===== src/rtl/bis_pkg.sv =====
// Package for the bilinear image sampler: command codes, register indexes,
// configuration port widths and the accumulator control struct.
// No dependencies.
package bis_pkg;

  localparam int FIELD_W     = 16;
  localparam int CFG_INDEX_W = 4;
  localparam int CFG_DATA_W  = 9;

  localparam logic CMD_WRITE  = 1'b0;
  localparam logic CMD_SAMPLE = 1'b1;

  localparam logic [CFG_INDEX_W-1:0] REG_IMAGE_WIDTH  = 4'd0;
  localparam logic [CFG_INDEX_W-1:0] REG_IMAGE_HEIGHT = 4'd1;

  localparam logic [CFG_DATA_W-1:0] DIM_RESET = 9'd256;

  typedef struct packed {
    logic clear;
    logic valid;
  } mac_ctrl_t;

endpackage


===== src/rtl/bis_mac.sv =====
// Shared weight-multiply-accumulate unit: weight = gx*gy, then pixel*weight,
// then accumulate. Three register stages. Uses bis_pkg::mac_ctrl_t.
module bis_mac #(
  parameter int PIXEL_BITS = 16,
  parameter int FRAC_BITS  = 8,
  localparam int WGT_W     = FRAC_BITS + 1,
  localparam int ACC_W     = PIXEL_BITS + 2 * FRAC_BITS + 1
) (
  input  logic                  clk_i,
  input  logic                  rst_ni,
  input  bis_pkg::mac_ctrl_t    ctrl_i,
  input  logic [PIXEL_BITS-1:0] pixel_i,
  input  logic [WGT_W-1:0]      gx_i,
  input  logic [WGT_W-1:0]      gy_i,
  output logic [ACC_W-1:0]      acc_o
);

  localparam int WW = 2 * WGT_W;
  localparam int PW = PIXEL_BITS + WW;
  localparam logic [ACC_W-1:0] ROUND = ACC_W'(1) << (2 * FRAC_BITS - 1);

  logic                  v_a_q;
  logic                  v_b_q;
  logic [PIXEL_BITS-1:0] pix_a_q;
  logic [WW-1:0]         wgt_a_q;
  logic [PW-1:0]         prod_b_q;
  logic [ACC_W-1:0]      acc_q;

  always_ff @(posedge clk_i or negedge rst_ni) begin
    if (!rst_ni) begin
      v_a_q <= 1'b0;
      v_b_q <= 1'b0;
    end else begin
      v_a_q <= ctrl_i.valid;
      v_b_q <= v_a_q;
    end
  end

  always_ff @(posedge clk_i) begin
    if (ctrl_i.valid) begin
      pix_a_q <= pixel_i;
      wgt_a_q <= WW'(gx_i) * WW'(gy_i);
    end
    if (v_a_q) begin
      prod_b_q <= PW'(pix_a_q) * PW'(wgt_a_q);
    end
    if (ctrl_i.clear) begin
      acc_q <= ROUND;
    end else if (v_b_q) begin
      acc_q <= acc_q + ACC_W'(prod_b_q);
    end
  end

  assign acc_o = acc_q;

endmodule


===== config.mk =====
export PLATFORM = sky130hd
export DESIGN_NAME = bis_mac
export DESIGN_NICKNAME = d
export VERILOG_FILES = /design/src/rtl/bis_pkg.sv /design/src/rtl/bis_mac.sv
export SDC_FILE = /design/constraint.sdc
export NUM_CORES = 1
export LEC_CHECK = 0
export ABC_CLOCK_PERIOD_IN_PS = 8029
export BUFFER_PORTS_ARGS = -buffer_cell sky130_fd_sc_hd__buf_2
export CAP_MARGIN = 25
export CORE_MARGIN = 3
export CORE_UTILIZATION = 40
export CTS_CLUSTER_SIZE = 16
export DETAILED_ROUTE_END_ITERATION = 6
export PLACE_DENSITY = 0.58
export SYNTH_ARGS = -nofsm -noshare
export SYNTH_HDL_FRONTEND = slang
export SYNTH_SLANG_ARGS = --single-unit

===== constraint.sdc =====
create_clock -name clk_i -period 8.03 [get_ports clk_i]
set_clock_uncertainty 0.1 [all_clocks]
set_input_delay 0.4015 -clock clk_i [delete_from_list [all_inputs] [get_ports clk_i]]
set_output_delay 0.4015 -clock clk_i [all_outputs]
set_load 0.01 [all_outputs]

==> metrics.cfg <==
[outcome]
status=complete, no violations

[global_route]
grt_start_max_net_pins=42
antenna_found_initial=1
grt_pass1_vias=12815
grt.total_usage_pct=18.0
grt-ovfl-total=0
grt_pass1_wl_mm=64.7

[timing]
worstMarginPinSlew_ps=886
grt_setup_unrepaired=false
setup_tns_ps=0
relSlewSlack_pct=40.9
post-route-period-util_pct=83.3
slew_violations=0
finalHoldWorstSlack_ps=89.0
setup_viol=0
fmaxAchievable_mhz=150
fin_crit_ps=6690
hold_viol=0

[synth]
synth_top_area_share_pct=32.2
ys_warn_count=0
ys_types=64
ys.flop_type=edfxtp_1
synth_edf_count=67
avgSynthCellArea_um2=9.16
ys_ff_latch=102
synth.largest_area_cell=fa_1
netlist_area_mm2=0.0169
syn_nets=2329
synth-simple-area-share_pct=16.9
synth_commonest_cells=inv_1 (352), fa_1 (272), nand2_1 (246)
syn_inst=1847
synth_compound_area_share_pct=9.40
synth_top_family_by_area=adder cells
synth.most_common_cell=inv_1
synth_area_leaders=fa_1 (32%), ha_1 (13%), edfxtp_1 (12%), inv_1 (7.8%), and2_1 (6.5%)
ys_seq_area_share_pct=16.1
synth_xor_area_share_pct=2.79
synth_async_sr_flop_share_pct=1.96
synth_adder_area_share_pct=44.9
synthMuxAreaShare_pct=0.540

[worst_setup_path]
path_cells=and2_1, fa_1, inv_1, fa_1, inv_1, fa_1, fa_1, fa_1, inv_1, fa_1, inv_1, ha_1, a21o_1, a211o_1, a211oi_1, a21oi_1, o221ai_1, o311ai_0, a21oi_1, xnor2_1
worstPathArrival_ps=6710
crit_type=reg -> reg
end_kind=register
crit_slowest_cell=edfxtp_1
start_kind=register
cp.required_ps=8050
cp_max_fo=16
critPathMaxStageDelay_ps=690
cp_common_cell=fa_1

[clock_tree]
ctsResizeCount=0
cts.htree.levels=3
cts_tree=yes
cts_max_path_buffers=2
cts_buffers=9
cts.sinks=102
clock_latency_ps=380
clk_pin_slew_worst_paths_ps=80
cts_root_buffer=clkbuf_16

[floorplanning]
rows=74
initial_core_util_pct=41.0
die_area_mm2=0.0448
die_h_um=212
die_w_um=212
core_mm2=0.0413
ios=71

[drt]
route.top_layer_used=met4
vias=12280
routed_wl_mm=38.9
vias_per_cell=5.11
drc=0
drt_iter0_drc=704
met1_length_mm=18.2
drtAntennaViolNets=0
dr_wl_met2_mm=18.5
routedWlPerCell_um=16.2
wl_met3_mm=1.63
dr.pass1.iters=5

[placed_design]
dpl.cell_count=2387
place_congestion=0.870
dpl.hpwl_mm=31.7
numPortBuffers=70

[flow_run]
maxCapViolations=0

[cells_and_area]
num_antenna_cells=0
fillers=4033
drive_gt1_share_pct=5.34
syn_to_final_growth_pct=6.57
nets=2349
layoutNonFillerInstCount=2404

[min_path]
hold_path.class=in -> reg

-- layout make-up --
type | count | area [um2] | share of cell area, %
Timing Repair Buffer | 78 | 413 | 2.29
Multi-Input combinational cell | 1324 | 12600 | 70.0
Tap cell | 532 | 666 | 3.69
Clock inverter | 7 | 68.8 | 0.382
Inverter | 352 | 1320 | 7.33
Clock buffer | 9 | 225 | 1.25
Sequential cell | 102 | 2720 | 15.1
-- sequential cells by signal (all words and copies together) (netlist names) --
name / cells
prod_b_q: 33
v_b_q: 1
acc_o: 33
v_a_q: 1
pix_a_q: 16
wgt_a_q: 18
-- through the flow --
stage / util (%) / cell area, um2 / setup slack (ps)
final: 43.7 / 18000 / 1340
after global routing: 43.7 / 18000 / 874
after CTS: 43.7 / 18000 / 1310
after detailed placement: 42.9 / 17700 / 1330
after global placement: 42.9 / 17700 / 1450
after floorplan: - / 16900 / 1720
-- critical path, delay by kind of cell, from the launching register on --
family                     cells  cell delay [ps]
AOI/OAI and AO/OA              7             1740
xor gates and xnor gates       1              100
adders and majority gates      7             3300
buffers and inverters          4              190
DFF                            1              690
and+or+nand+nor                1              320
-- cell families (layout without fill, tap and decap cells) --
logic type	after synthesis	after routing
muxes	9	9
buffers and inverters	421	446
xor gates and xnor gates	54	54
adders and majority gates	444	444
AOI/OAI and AO/OA	236	236
DFF	102	102
and+or+nand+nor	581	581
-- what timing repair did --
item                      in CTS  in global routing
hold endpoints to repair       2                  0
buffers inserted               0                  0
hold buffers                   1                  0
-- metal layers --
metal,up-vias,GRT usage (%)
met5,-,0
met1,6106,25.0
met2,233,29.4
met4,0,4.23
li1,5903,-
met3,38,3.35
-- final timing paths --
path | slack (ps) | cells past startpoint | endpoint | start
setup / recovery | 1340 | 20 | prod_b_q[32] | wgt_a_q[13]
hold / removal | 90 | 1 | pix_a_q[3] | pixel_i[3]
setup reg to reg | 1340 | 20 | prod_b_q[32] | wgt_a_q[13]
hold reg to reg | 390 | 2 | acc_o[18] | acc_o[18]
max in group asynchronous | 7470 | 2 | v_a_q | rst_ni
min in group asynchronous | 250 | 2 | v_b_q | rst_ni
-- placed cells by master (no fill, tap or decap), drive strengths merged, types with 5 or more instances in the layout --
cell	instances
inv	355
fa	272
nand2	246
and2	177
ha	172
buf	77
edfxtp	67
a21oi	61
nor2	59
o21ai	39
xnor2	38
dfxtp	33
a21o	32
nand3	26
a31oi	16
xor2	16
o21a	15
o211ai	13
nor3	12
a211oi	11
or3	11
and3	10
clkbuf	9
nand2b	8
mux2i	8
nor2b	6
nand3b	6
or4	6
o21bai	5
o31ai	5
o311ai	5
nand4	5
Power is not shown: default switching activity piles up to over one toggle a cycle in this logic, so the estimate is an artifact.
